$ cat config.mk
export PLATFORM = sky130hd
export DESIGN_NAME = ceiling_speed_supervisor_top
export DESIGN_NICKNAME = d
export VERILOG_FILES = /design/src/css_pkg.sv /design/src/ceiling_speed_supervisor_top.sv /design/src/css_margin.sv
export VERILOG_INCLUDE_DIRS = /design/src /design/src/src
export SDC_FILE = /design/constraint.sdc
export NUM_CORES = 1
export LEC_CHECK = 0
export BUFFER_PORTS_ARGS = -buffer_cell sky130_fd_sc_hd__buf_2
export CAP_MARGIN = 20
export CORE_MARGIN = 2
export CORE_UTILIZATION = 60
export DETAILED_ROUTE_END_ITERATION = 6
export PLACE_DENSITY = 0.77
export SLEW_MARGIN = 20
export SYNTH_ARGS = -nofsm -noshare
export SYNTH_HDL_FRONTEND = slang
export SYNTH_SLANG_ARGS = --single-unit
$ cat constraint.sdc
create_clock -name clk_i -period 13.1 [get_ports clk_i]
set_input_delay 0.655 -clock clk_i [delete_from_list [all_inputs] [get_ports clk_i]]
set_output_delay 0.655 -clock clk_i [all_outputs]
set_load 0.01 [all_outputs]
$ cat src/ceiling_speed_supervisor_top_macros.svh
// Assertion macros for the ceiling speed supervisor.
// Clock clk_i and active-low reset rst_ni must be in scope at the point of use.
`ifndef CEILING_SPEED_SUPERVISOR_TOP_MACROS_SVH
`define CEILING_SPEED_SUPERVISOR_TOP_MACROS_SVH

// Same-cycle implication.
`define CSS_ASSERT_IMP(lbl, ante, cons, msg) \
  lbl: assert property (@(posedge clk_i) disable iff (!rst_ni) (ante) |-> (cons)) \
    else $error(msg);

// Next-cycle implication.
`define CSS_ASSERT_NXT(lbl, ante, cons, msg) \
  lbl: assert property (@(posedge clk_i) disable iff (!rst_ni) (ante) |=> (cons)) \
    else $error(msg);

`endif

$ cat src/css_pkg.sv
// Shared types, constants and result mapping for the ceiling speed supervisor.
// No dependencies.
`timescale 1ns / 1ps

package css_pkg;

  localparam int unsigned SPEED_WIDTH     = 16;
  localparam int unsigned SPEED_FRAC_BITS = 6;
  localparam int unsigned SCALE           = 1 << SPEED_FRAC_BITS;

  // Numerator widths of the three sloped margin segments.
  localparam int unsigned NUM_W_WIDTH = $clog2(150 * SCALE + 16);
  localparam int unsigned NUM_S_WIDTH = $clog2(2000 * SCALE + 101);
  localparam int unsigned NUM_E_WIDTH = $clog2(600 * SCALE + 21);

  localparam int unsigned CALC_WIDTH =
    ((SPEED_WIDTH > NUM_S_WIDTH) ? SPEED_WIDTH : NUM_S_WIDTH) + 2;
  localparam int unsigned MARGIN_WIDTH = $clog2(15 * SCALE + 1);

  localparam logic [CALC_WIDTH-1:0] V110 = CALC_WIDTH'(110 * SCALE);
  localparam logic [CALC_WIDTH-1:0] V140 = CALC_WIDTH'(140 * SCALE);
  localparam logic [CALC_WIDTH-1:0] V210 = CALC_WIDTH'(210 * SCALE);

  localparam logic [MARGIN_WIDTH-1:0] MRG_W_LO = MARGIN_WIDTH'(4 * SCALE);
  localparam logic [MARGIN_WIDTH-1:0] MRG_W_HI = MARGIN_WIDTH'(5 * SCALE);
  localparam logic [MARGIN_WIDTH-1:0] MRG_S_LO = MARGIN_WIDTH'((11 * SCALE) / 2);
  localparam logic [MARGIN_WIDTH-1:0] MRG_S_HI = MARGIN_WIDTH'(10 * SCALE);
  localparam logic [MARGIN_WIDTH-1:0] MRG_E_LO = MARGIN_WIDTH'((15 * SCALE) / 2);
  localparam logic [MARGIN_WIDTH-1:0] MRG_E_HI = MARGIN_WIDTH'(15 * SCALE);

  localparam logic [2:0] STATUS_NORMAL    = 3'd0;
  localparam logic [2:0] STATUS_OVERSPEED = 3'd1;
  localparam logic [2:0] STATUS_WARNING   = 3'd2;
  localparam logic [2:0] STATUS_SBI       = 3'd3;
  localparam logic [2:0] STATUS_EBI       = 3'd4;

  localparam logic [2:0] DISP_NORMAL       = 3'd0;
  localparam logic [2:0] DISP_OVERSPEED    = 3'd2;
  localparam logic [2:0] DISP_WARNING      = 3'd3;
  localparam logic [2:0] DISP_INTERVENTION = 3'd4;

  localparam logic [1:0] BRAKE_NONE      = 2'd0;
  localparam logic [1:0] BRAKE_SERVICE   = 2'd1;
  localparam logic [1:0] BRAKE_EMERGENCY = 2'd2;

  typedef enum logic [4:0] {
    ST_NORMAL    = 5'b00001,
    ST_OVERSPEED = 5'b00010,
    ST_WARNING   = 5'b00100,
    ST_SBI       = 5'b01000,
    ST_EBI       = 5'b10000
  } status_e;

  typedef struct packed {
    logic [SPEED_WIDTH-1:0] speed_estimate;
    logic [SPEED_WIDTH-1:0] speed_permitted;
  } in_t;

  typedef struct packed {
    logic [2:0] supervision_status;
    logic [2:0] display_command;
    logic       display_sbi_flag;
    logic [1:0] brake_command;
  } out_t;

  typedef struct packed {
    logic [MARGIN_WIDTH-1:0] wrn;
    logic [MARGIN_WIDTH-1:0] sbi;
    logic [MARGIN_WIDTH-1:0] ebi;
  } quot_t;

  typedef struct packed {
    logic above;
    logic over_wrn;
    logic over_sbi;
    logic over_ebi;
    logic standstill;
  } flags_t;

  function automatic out_t css_result(status_e st);
    out_t r;
    case (st)
      ST_NORMAL: begin
        r = '{STATUS_NORMAL, DISP_NORMAL, 1'b0, BRAKE_NONE};
      end
      ST_OVERSPEED: begin
        r = '{STATUS_OVERSPEED, DISP_OVERSPEED, 1'b1, BRAKE_NONE};
      end
      ST_WARNING: begin
        r = '{STATUS_WARNING, DISP_WARNING, 1'b1, BRAKE_NONE};
      end
      ST_SBI: begin
        r = '{STATUS_SBI, DISP_INTERVENTION, 1'b1, BRAKE_SERVICE};
      end
      default: begin
        r = '{STATUS_EBI, DISP_INTERVENTION, 1'b1, BRAKE_EMERGENCY};
      end
    endcase
    return r;
  endfunction

endpackage

$ cat src/ceiling_speed_supervisor_top.sv
// Ceiling speed supervisor: four-register pipeline, one transfer per cycle unless the output stalls.
// One item per cycle unless the output stalls; stages advance independently, bubbles squeeze out.
// Stage order: input register, margin quotients, compare flags, status and result.
// Reset clears all stage valids and sets the status to normal.
// Depends on css_pkg, css_margin and ceiling_speed_supervisor_top_macros.svh.
`timescale 1ns / 1ps
`include "ceiling_speed_supervisor_top_macros.svh"

module ceiling_speed_supervisor_top (
  input  logic           clk_i,
  input  logic           rst_ni,
  input  logic           in_valid_i,
  output logic           in_stall_o,
  input  css_pkg::in_t   in_data_i,
  output logic           out_valid_o,
  input  logic           out_stall_i,
  output css_pkg::out_t  out_data_o
);

  localparam int unsigned CW = css_pkg::CALC_WIDTH;
  localparam int unsigned SW = css_pkg::SPEED_WIDTH;

  logic              s1_v_q;
  css_pkg::in_t      s1_q;
  logic              s2_v_q;
  css_pkg::in_t      s2_q;
  css_pkg::quot_t    s2_quot_q;
  css_pkg::quot_t    quot;
  logic              s3_v_q;
  css_pkg::flags_t   s3_flags_q;
  css_pkg::flags_t   flags_d;
  logic              out_v_q;
  css_pkg::out_t     out_q;
  css_pkg::status_e  status_q;
  css_pkg::status_e  status_d;
  css_pkg::status_e  status_nx;
  css_pkg::status_e  lvl;

  logic              out_rdy;
  logic              s3_rdy;
  logic              s2_rdy;
  logic              s1_rdy;

  logic [css_pkg::MARGIN_WIDTH-1:0] mrg_w;
  logic [css_pkg::MARGIN_WIDTH-1:0] mrg_s;
  logic [css_pkg::MARGIN_WIDTH-1:0] mrg_e;
  logic [CW-1:0]                    vp_c;
  logic [CW-1:0]                    est_c;

  assign out_rdy    = !out_v_q || !out_stall_i;
  assign s3_rdy     = !s3_v_q || out_rdy;
  assign s2_rdy     = !s2_v_q || s3_rdy;
  assign s1_rdy     = !s1_v_q || s2_rdy;
  assign in_stall_o = !s1_rdy;

  // Stage 1: input register.
  always_ff @(posedge clk_i or negedge rst_ni) begin
    if (!rst_ni) begin
      s1_v_q <= 1'b0;
    end else if (s1_rdy) begin
      s1_v_q <= in_valid_i;
    end
  end

  always_ff @(posedge clk_i) begin
    if (in_valid_i && s1_rdy) begin
      s1_q <= in_data_i;
    end
  end

  // Stage 2: margin quotients.
  css_margin u_margin (
    .speed_permitted_i (s1_q.speed_permitted),
    .quot_o            (quot)
  );

  always_ff @(posedge clk_i or negedge rst_ni) begin
    if (!rst_ni) begin
      s2_v_q <= 1'b0;
    end else if (s2_rdy) begin
      s2_v_q <= s1_v_q;
    end
  end

  always_ff @(posedge clk_i) begin
    if (s1_v_q && s2_rdy) begin
      s2_q      <= s1_q;
      s2_quot_q <= quot;
    end
  end

  // Stage 3: margin select and compare.
  assign vp_c  = CW'(s2_q.speed_permitted);
  assign est_c = CW'(s2_q.speed_estimate);

  always_comb begin
    if (vp_c <= css_pkg::V110) begin
      mrg_w = css_pkg::MRG_W_LO;
      mrg_s = css_pkg::MRG_S_LO;
      mrg_e = css_pkg::MRG_E_LO;
    end else begin
      mrg_w = (vp_c <= css_pkg::V140) ? s2_quot_q.wrn : css_pkg::MRG_W_HI;
      mrg_s = (vp_c <= css_pkg::V210) ? s2_quot_q.sbi : css_pkg::MRG_S_HI;
      mrg_e = (vp_c <= css_pkg::V210) ? s2_quot_q.ebi : css_pkg::MRG_E_HI;
    end
    flags_d.above      = est_c > vp_c;
    flags_d.over_wrn   = est_c > (vp_c + CW'(mrg_w));
    flags_d.over_sbi   = est_c > (vp_c + CW'(mrg_s));
    flags_d.over_ebi   = est_c > (vp_c + CW'(mrg_e));
    flags_d.standstill = s2_q.speed_estimate == SW'(0);
  end

  always_ff @(posedge clk_i or negedge rst_ni) begin
    if (!rst_ni) begin
      s3_v_q <= 1'b0;
    end else if (s3_rdy) begin
      s3_v_q <= s2_v_q;
    end
  end

  always_ff @(posedge clk_i) begin
    if (s2_v_q && s3_rdy) begin
      s3_flags_q <= flags_d;
    end
  end

  // Stage 4: status update and result register.
  always_comb begin
    lvl       = css_pkg::ST_OVERSPEED;
    status_nx = status_q;
    case (status_q)
      css_pkg::ST_NORMAL, css_pkg::ST_OVERSPEED, css_pkg::ST_WARNING,
      css_pkg::ST_SBI: begin
        if (!s3_flags_q.above) begin
          status_nx = css_pkg::ST_NORMAL;
        end else begin
          if (status_q != css_pkg::ST_NORMAL) begin
            lvl = status_q;
          end
          if (lvl == css_pkg::ST_OVERSPEED && s3_flags_q.over_wrn) begin
            lvl = css_pkg::ST_WARNING;
          end
          if (lvl == css_pkg::ST_WARNING && s3_flags_q.over_sbi) begin
            lvl = css_pkg::ST_SBI;
          end
          if (lvl == css_pkg::ST_SBI && s3_flags_q.over_ebi) begin
            lvl = css_pkg::ST_EBI;
          end
          status_nx = lvl;
        end
      end
      default: begin
        status_nx = s3_flags_q.standstill ? css_pkg::ST_NORMAL : css_pkg::ST_EBI;
      end
    endcase
    status_d = (s3_v_q && out_rdy) ? status_nx : status_q;
  end

  always_ff @(posedge clk_i or negedge rst_ni) begin
    if (!rst_ni) begin
      status_q <= css_pkg::ST_NORMAL;
      out_v_q  <= 1'b0;
    end else begin
      status_q <= status_d;
      if (out_rdy) begin
        out_v_q <= s3_v_q;
      end
    end
  end

  always_ff @(posedge clk_i) begin
    if (s3_v_q && out_rdy) begin
      out_q <= css_pkg::css_result(status_d);
    end
  end

  assign out_valid_o = out_v_q;
  assign out_data_o  = out_q;

  `CSS_ASSERT_NXT(a_ebi_hold,
    s3_v_q && out_rdy && status_q == css_pkg::ST_EBI && !s3_flags_q.standstill,
    status_q == css_pkg::ST_EBI, "emergency status left while moving")
  `CSS_ASSERT_NXT(a_drop_normal,
    s3_v_q && out_rdy && status_q != css_pkg::ST_EBI && !s3_flags_q.above,
    status_q == css_pkg::ST_NORMAL, "status did not return to normal")
  `CSS_ASSERT_NXT(a_out_track, s3_v_q && out_rdy,
    out_v_q && out_q == css_pkg::css_result(status_q), "result differs from status")
  `CSS_ASSERT_IMP(a_no_skip, s3_v_q && out_rdy && status_q == css_pkg::ST_NORMAL,
    status_nx != css_pkg::ST_EBI || s3_flags_q.over_ebi, "emergency entered below margin")

endmodule

$ cat src/css_margin.sv
// Sloped margin segments: rounded constant divisions by reciprocal multiply.
// Depends on css_pkg.
`timescale 1ns / 1ps

module css_margin (
  input  logic [css_pkg::SPEED_WIDTH-1:0] speed_permitted_i,
  output css_pkg::quot_t                  quot_o
);

  localparam int unsigned CW  = css_pkg::CALC_WIDTH;
  localparam int unsigned MW  = css_pkg::MARGIN_WIDTH;
  localparam int unsigned NWW = css_pkg::NUM_W_WIDTH;
  localparam int unsigned NWS = css_pkg::NUM_S_WIDTH;
  localparam int unsigned NWE = css_pkg::NUM_E_WIDTH;
  localparam int unsigned LW  = $clog2(30);
  localparam int unsigned LS  = $clog2(200);
  localparam int unsigned LE  = $clog2(40);

  localparam longint unsigned RCP_W = ((64'd1 << (NWW + LW)) + 64'd29) / 64'd30;
  localparam longint unsigned RCP_S = ((64'd1 << (NWS + LS)) + 64'd199) / 64'd200;
  localparam longint unsigned RCP_E = ((64'd1 << (NWE + LE)) + 64'd39) / 64'd40;

  localparam logic [NWW:0] RCP_W_C = (NWW + 1)'(RCP_W);
  localparam logic [NWS:0] RCP_S_C = (NWS + 1)'(RCP_S);
  localparam logic [NWE:0] RCP_E_C = (NWE + 1)'(RCP_E);

  logic [CW-1:0]    vp_c;
  logic [CW-1:0]    v_w;
  logic [CW-1:0]    v_s;
  logic [NWW-1:0]   num_w;
  logic [NWS-1:0]   num_s;
  logic [NWE-1:0]   num_e;
  logic [2*NWW:0]   prod_w;
  logic [2*NWS:0]   prod_s;
  logic [2*NWE:0]   prod_e;

  assign vp_c = CW'(speed_permitted_i);

  // Clamp into the sloped segment so numerators stay in range.
  assign v_w = (vp_c > css_pkg::V140) ? css_pkg::V140 :
               ((vp_c < css_pkg::V110) ? css_pkg::V110 : vp_c);
  assign v_s = (vp_c > css_pkg::V210) ? css_pkg::V210 :
               ((vp_c < css_pkg::V110) ? css_pkg::V110 : vp_c);

  assign num_w = NWW'(v_w + CW'(10 * css_pkg::SCALE + 15));
  assign num_s = NWS'(CW'(9) * v_s + CW'(110 * css_pkg::SCALE + 100));
  assign num_e = NWE'(CW'(3) * v_s - CW'(30 * css_pkg::SCALE) + CW'(20));

  assign prod_w = (2 * NWW + 1)'(num_w) * (2 * NWW + 1)'(RCP_W_C);
  assign prod_s = (2 * NWS + 1)'(num_s) * (2 * NWS + 1)'(RCP_S_C);
  assign prod_e = (2 * NWE + 1)'(num_e) * (2 * NWE + 1)'(RCP_E_C);

  assign quot_o.wrn = MW'(prod_w[2*NWW:NWW+LW]);
  assign quot_o.sbi = MW'(prod_s[2*NWS:NWS+LS]);
  assign quot_o.ebi = MW'(prod_e[2*NWE:NWE+LE]);

endmodule

-- Word level (Yosys, flattened, before mapping)
Index checks and enable logic that the tools add are counted.
- word-level logic and storage cells: 98
- register bits after elaboration: 117
- $mul: 5
- magnitude comparators: 10
- equal/unequal tests: 12
- mux-type cells: 24
- reduce and logical (&&, ||, !) cells: 19
- add/subtract/negate cells: 7
- operators with widths (kind ; number):
    5-bit 2-to-1 mux ; 14
    10-bit 2-to-1 mux ; 6
    16-bit by 10-bit adder with 17-bit output ; 3
    16-bit by 17-bit > comparator with 1-bit output ; 3
    9-bit one-hot mux with 4 select lines ; 1
    17-bit by 18-bit multiplier with 35-bit output, second input constant ; 1
    16-bit by 14-bit > comparator with 1-bit output, second input constant ; 2
    16-bit by 14-bit <= comparator with 1-bit output, second input constant ; 2
    16-bit 2-to-1 mux ; 2
    16-bit by 16-bit multiplier with 31-bit output, second input constant ; 1
    14-bit by 15-bit multiplier with 29-bit output, second input constant ; 1
    2-bit by 19-bit multiplier with 16-bit output, first input constant ; 1
    4-bit by 19-bit multiplier with 17-bit output, first input constant ; 1
    17-bit by 13-bit adder with 17-bit output, second input constant ; 1
    16-bit by 5-bit adder with 16-bit output, second input constant ; 1
    16-bit > comparator ; 1
    16-bit by 13-bit <= comparator with 1-bit output, second input constant ; 1
    16-bit logical NOT ; 1
    16-bit by 13-bit less-than comparator with 1-bit output, second input constant ; 1
    16-bit by 11-bit subtractor with 16-bit output, second input constant ; 1
    5-bit by 2-bit == test with 1-bit output, second input constant ; 3
    5-bit by 3-bit == test with 1-bit output, second input constant ; 3
    5-bit by 4-bit == test with 1-bit output, second input constant ; 3
    14-bit by 10-bit adder with 14-bit output, second input constant ; 1
    7 further kinds ; 22

-- Longest topological paths before layout
Gate-level depths: netlist of the first run.
- depth in word-level cells: 22
- mapped depth: 39
- mapped depth without buffers: 38

-- By module
A second synthesis of the first run with hierarchy kept.
- cell total of the unflattened synthesis: 2067
- area, all modules: 20862.5 µm²
- modules (own cells, without submodules) (module ; cells an instance ; area each (µm²) ; times used):
    css_margin ; 1424 ; 13591.8 ; 1
    ceiling_speed_supervisor_top ; 643 ; 7270.7 ; 1

-- Worst setup path after synthesis of the first run
Ideal clock, no wire load.
- path kind: reg-to-reg
- start: register s1_q[3] (netlist bit)
- end: register s2_quot_q[19] (netlist bit), data pin
- period minus slack after synthesis: 9.367 ns
- path slack: 3.733 ns
- arrival: 9.095 ns
- cell stages (with the launch flop): 34
- library setup time: 0.273 ns
- path buffers: 0
- path through: edfxtp_1 -> nor4_2 -> a21oi_1 -> nor3_1 -> nand2_1 -> inv_1 -> ha_1 -> fa_1 -> ha_1 -> a211oi_1 -> o21bai_1 -> a31oi_1 -> o311ai_0 -> xnor2_1 -> inv_1 -> ha_1 -> inv_1 -> fa_1 -> inv_1 -> fa_1 -> fa_1 -> fa_1 -> inv_1 -> fa_1 -> inv_1 -> ha_1 -> a21oi_1 -> o21ai_0 -> nand4b_1 -> o22ai_1 -> or4b_1 -> nand2_1 -> a2111oi_0 -> xnor2_1
- RTL lines (item ; RTL line ; text):
    start, declared ; ceiling_speed_supervisor_top.sv:24 ; css_pkg::in_t s1_q;
    start signal, assigned ; ceiling_speed_supervisor_top.sv:67 ; s1_q <= in_data_i;
    end signal, assigned ; ceiling_speed_supervisor_top.sv:88 ; s2_quot_q <= quot;
    end, declared ; ceiling_speed_supervisor_top.sv:27 ; css_pkg::quot_t s2_quot_q;

==> flow_summary.yaml, run 1 <==
run_status:
  status: "finished, violations left"
  violations: "DRC"
drt:
  vias: 15407
  finalWirelength_mm: 50.8
  drt_iter0_drc: 1039
  routed-wl-met2_mm: 23.5
  wl_met1_mm: 22.4
  ant_nets: 0
  drc_errors: 4
  drt-pass1-iter-count: 7
  viasPerCell: 5.79
  highest_layer: "met4"
  wl_per_cell_um: 19.1
  dr_wl_met3_mm: 2.88
clocking:
  cts_tree: "done"
  clock-sinks: 116
  clkTransAtPathRegs_ns: 0.06
  h-tree-depth: 4
  cts_buffers: 17
  clock_latency_ns: 0.43
  clockBufferDepth: 2
  cts_setup_buffers: 0
  hold_buffers: 0
  cts_resized: 0
  cts-root-buf: "clkbuf_16"
sta:
  hold_ws_ns: 0.0885
  fmax_ghz: 0.0924
  setup_tns_ns: 0
  period_needed_ns: 10.82
  finalHoldViolCount: 0
  drv_slew: 0
  finalSetupViolCount: 0
  worst_slack_ns: 2.28
  rsz0062_at_grt: "false"
  finalCritPeriodShare: 0.826
  tightest_slew_ns: 1.07
  skew_ns: 0.0206
  slew_headroom: 0.282
yosys:
  ys_ff_latch: 116
  synth-edff-count: 107
  netlist_area_um2: 21100
  yosysTopAreaCell: "ha_1"
  synth_top_area_share: 0.299
  ys_seq_area_frac: 0.163
  ys.flop_type: "edfxtp_1"
  ys_types: 83
  netlist_instances: 2141
  synthArstFlopShare: 0.0776
  synth_common_cells: "ha_1, inv_1, fa_1, edfxtp_1, a21oi_1"
  avgSynthCellArea_um2: 9.86
  yosys_warnings: 0
  yosysMostFrequentCell: "ha_1"
  synth_area_leaders: "ha_1, fa_1, edfxtp_1, inv_1, xnor2_1"
worst_setup_path:
  worstPathArrival_ns: 10.97
  max_stage_delay_ns: 0.74
  start_kind: "flop"
  critPathRequiredTime_ns: 13.25
  cp_max_fo: 10
  path_delay_family: "adder cells"
  critPathKind: "flop to flop"
  cpMaxStageDelayCell: "nor3_1"
  cp_num_buf_inv: 6
  worst_setup_path_end_kind: "flop"
global_route:
  grt_pass1_wl_mm: 83.2
  grt_pass1_vias: 16197
  grt_usage: 0.292
  overflow: 0
  antenna_found_initial: 3
  grt_max_degree: 63
hold_path:
  min_path_type: "primary input to asynchronous set/reset pin"
finish:
  num-nets-final: 2945
  utilization: 0.648
  drive_gt1_frac: 0.0522
  synthToLayoutAreaGrowth_pct: 6.24
  fillerInstances: 2813
  regArea_um2: 3440
  multi_input_area_um2: 15900
die:
  initial_core_util: 0.610
  fp.dieW_um: 192
  rows: 68
  die_area_um2: 36700
  die_h_um: 192
  pin_count: 47
  core_um2: 34600
place:
  dp_slack_ns: 2.27
  gp_congestion: 0.952
  dp_hpwl_mm: 43.2
  portBuffers: 46
run:
  cap_viol_max_count: 0
-- area by class of cell --
class,count,area share
Antenna cell,3,0.000335
Clock buffer,18,0.0196
Multi-Input combinational cell,1548,0.707
Inverter,457,0.0765
Clock inverter,14,0.00575
Timing Repair Buffer,50,0.0116
Tap cell,455,0.0254
Sequential cell,116,0.153
-- metrics by stage --
stage               std cells  area [um^2]
floorplan                2142        21100
global placement         2626        21900
detailed placement       2626        21900
CTS                      2658        22400
global route             2660        22400
finish                   2661        22400
-- cells by family (layout without fill, tap and decap cells) --
kind of cell,count (synthesis),in the layout,share of synthesized area
adders and majority gates,719,719,0.503
buffers and inverters,478,539,0.0857
and+or+nand+nor,383,383,0.0950
AOI/OAI and AO/OA,327,327,0.105
DFF,116,116,0.163
xor gates and xnor gates,109,109,0.0456
muxes,7,7,0.00332
other,2,6,0.000356
-- worst register-to-register path: cells and delay by family, from the launching register on --
family                   cells  cell delay, ns
buffers and inverters        6            0.88
adder cells (fa/ha/maj)     10            4.37
flip-flops                   1            0.54
AO/OA/AOI/OAI                9            2.21
XOR/XNOR                     2            0.64
AND/OR/NAND/NOR              6            1.93
-- cell usage in the layout (no fill, tap or decap), types with 16 or more instances in the layout --
cell / count
nand2_1: 75
edfxtp_1: 107
o21ai_0: 49
a21o_1: 46
nor3_1: 36
a21oi_1: 89
buf_2: 46
o21bai_1: 18
and2_1: 33
nor2_1: 75
nand4_1: 31
clkbuf_16: 17
xnor2_1: 79
fa_1: 215
xor2_1: 29
nand3_1: 36
and3_1: 16
o21a_1: 23
nor4_1: 17
inv_1: 454
ha_1: 504
-- path summary, 6_finish.rpt --
check	startpoint	endpoint	slack, ns	depth (start not counted)
min	rst_ni	s3_v_q	0.09	1
max	s1_q[2]	s2_quot_q[19]	2.28	33
min reg2reg	s1_q[19]	est_c[3]	0.42	0
max in group asynchronous	rst_ni	status_q[0]	12.75	1
max reg2reg	s1_q[2]	s2_quot_q[19]	2.28	33
min in group clk_i	in_data_i[4]	s1_q[4]	0.40	1
-- sequential cells by signal, summed over array words and instances, names as in the netlist --
| signal | flops |
|---|---|
| s1_q | 32 |
| s2_quot_q | 30 |
| est_c | 16 |
| s2_q | 16 |
| out_data_o | 8 |
| s3_flags_q | 5 |
| status_q | 5 |
| out_valid_o | 1 |
| s1_v_q | 1 |
| s2_v_q | 1 |
| s3_v_q | 1 |
-- routing by layer --
metal	GRT usage	up-vias
li1	-	7394
met1	0.390	7472
met3	0.0404	108
met2	0.485	433
met5	0	-
met4	0.109	0
Power of run 1 is not shown: default switching activity piles up to over one toggle a cycle in this logic, so the estimate is an artifact.
==> run 2, diff against run 1 <==
==> constraint.sdc (replaced) <==
create_clock -name clk_i -period 10.3 [get_ports clk_i]
set_input_delay 0.515 -clock clk_i [delete_from_list [all_inputs] [get_ports clk_i]]
set_output_delay 0.515 -clock clk_i [all_outputs]
set_load 0.01 [all_outputs]
==> run 2 against run 1 <==
  * The run now ends clean
  * Wire length is 1.6% lower
  * Flip-flop and latch count stayed put
  * Fmax is 11% higher
  * Register-to-register slack worse by 1.7 ns
  * Critical endpoint is now s2_quot_q[17]
  * Critical path type unchanged
==> flow_summary.yaml, run 2 (synthesis results as in run 1) <==
finish:
  layout_common_cells: "ha_1, inv_1, fa_1"
  drive_gt1_frac: 0.0624
  n_antenna_cell: 0
  largest_reg_flops: 32
  largest_register: "s1_q"
  num-nets-final: 2969
  utilization: 0.655
  fillerInstances: 2694
  top_regs: "s1_q: 32 flops, s2_quot_q: 30 flops"
  finalNonFillerCells: 2682
  synthToLayoutAreaGrowth_pct: 7.46
  final_common_cell: "ha_1"
sta:
  slew_headroom: 0.332
  fmax_ghz: 0.103
  worst_slack_ns: 0.574
  finalSetupViolCount: 0
  drv_slew: 0
  rsz0062_at_grt: "false"
  setup_tns_ns: 0
  finalHoldViolCount: 0
  tightest_slew_ns: 0.993
  period_needed_ns: 9.73
  skew_ns: 0.0112
  finalCritPeriodShare: 0.944
worst_setup_path:
  critPathKind: "flop to flop"
  r2r-start: "s1_q[3]"
  setup.worst_path.start: "s1_q[3]"
  worst_setup_path_end_kind: "flop"
  cp_max_fo: 9
  cpMaxStageDelayCell: "fa_1"
  start_kind: "flop"
  max_stage_delay_ns: 0.55
  crit_top_cell: "inv_1"
  worstPathArrival_ns: 9.90
  critPathRequiredTime_ns: 10.47
die:
  core_um2: 34600
  pin_count: 47
  die_h_um: 192
  fp.dieW_um: 192
  initial_core_util: 0.610
  die_area_um2: 36700
  rows: 68
run_status:
  status: "finished clean"
place:
  dp_hpwl_mm: 42.1
  dp_slack_ns: 0.286
  dp_cells: 2647
  portBuffers: 46
  gp_congestion: 0.963
global_route:
  overflow: 0
  grt_pass1_vias: 16459
  use_met2: 0.484
  use_met3: 0.0334
  grt_usage: 0.287
  grt_most_used_layer: "met2"
  grt_pass1_wl_mm: 82.6
  grt_max_degree: 63
  grtUsageMet1: 0.386
  antenna_found_initial: 0
drt:
  vias: 15668
  finalWirelength_mm: 50.0
  drt-pass1-iter-count: 5
  drt_iter0_drc: 1250
  viasPerCell: 5.84
  ant_nets: 0
  drc_errors: 0
  wl_per_cell_um: 18.6
run:
  cap_viol_max_count: 0
clocking:
  h-tree-depth: 4
  cts_buffers: 17
  clock_latency_ns: 0.43
  clock-sinks: 116
  clockBufferDepth: 2
  cts_tree: "done"
  cts-root-buf: "clkbuf_16"
  clkTransAtPathRegs_ns: 0.06
hold_path:
  hold_start: "in_data_i[20]"
  min_path_type: "primary input to flop"
[run 2: final cells by class]
type | count | area, um^2 | share of cell area
Inverter | 457 | 1720 | 0.0756
Sequential cell | 116 | 3440 | 0.152
Clock inverter | 13 | 196 | 0.00866
Multi-Input combinational cell | 1548 | 15900 | 0.700
Clock buffer | 19 | 443 | 0.0195
Timing Repair Buffer | 74 | 443 | 0.0195
Tap cell | 455 | 569 | 0.0251
[run 2: final timing paths]
| check | depth (start not counted) | to | slack, ns |
|---|---|---|---|
| setup / recovery | 38 | s2_quot_q[17] | 0.57 |
| hold / removal | 1 | s1_q[20] | 0.27 |
| setup reg to reg | 38 | s2_quot_q[17] | 0.57 |
| hold reg to reg | 0 | est_c[3] | 0.42 |
| max in group asynchronous | 2 | status_q[0] | 9.57 |
| min in group asynchronous | 2 | s1_v_q | 0.47 |
[run 2: what timing repair did]
item,4_1_cts,5_1_grt
resized for setup,0,4
setup endpoints to repair,0,4
hold endpoints to repair,8,0
hold buffers,1,0
setup buffers,0,2
[run 2: layer usage]
layer / part of all wire / vias up
li1: - / 7445
met1: 0.44 / 7606
met2: 0.48 / 509
met3: 0.055 / 108
met4: 0.033 / 0
met5: 0 / -
[run 2: per-stage QoR]
step / hold WS [ns] / cell area (um^2)
CTS: 0.255 / 22700
floorplan: 0.219 / 21100
global placement: 0.376 / 22000
global route: 0.256 / 22700
finish: 0.266 / 22700
detailed placement: 0.381 / 22000
[run 2: critical path: cells and delay by family, from the launching register on]
family,cells,cell delay (ns)
xor+xnor,1,0.12
fa+ha+maj,10,4.37
buf+inv,8,0.73
simple gates,10,1.96
flops,1,0.51
compound gates,9,1.77
Power of run 2 is left out for the same reason.
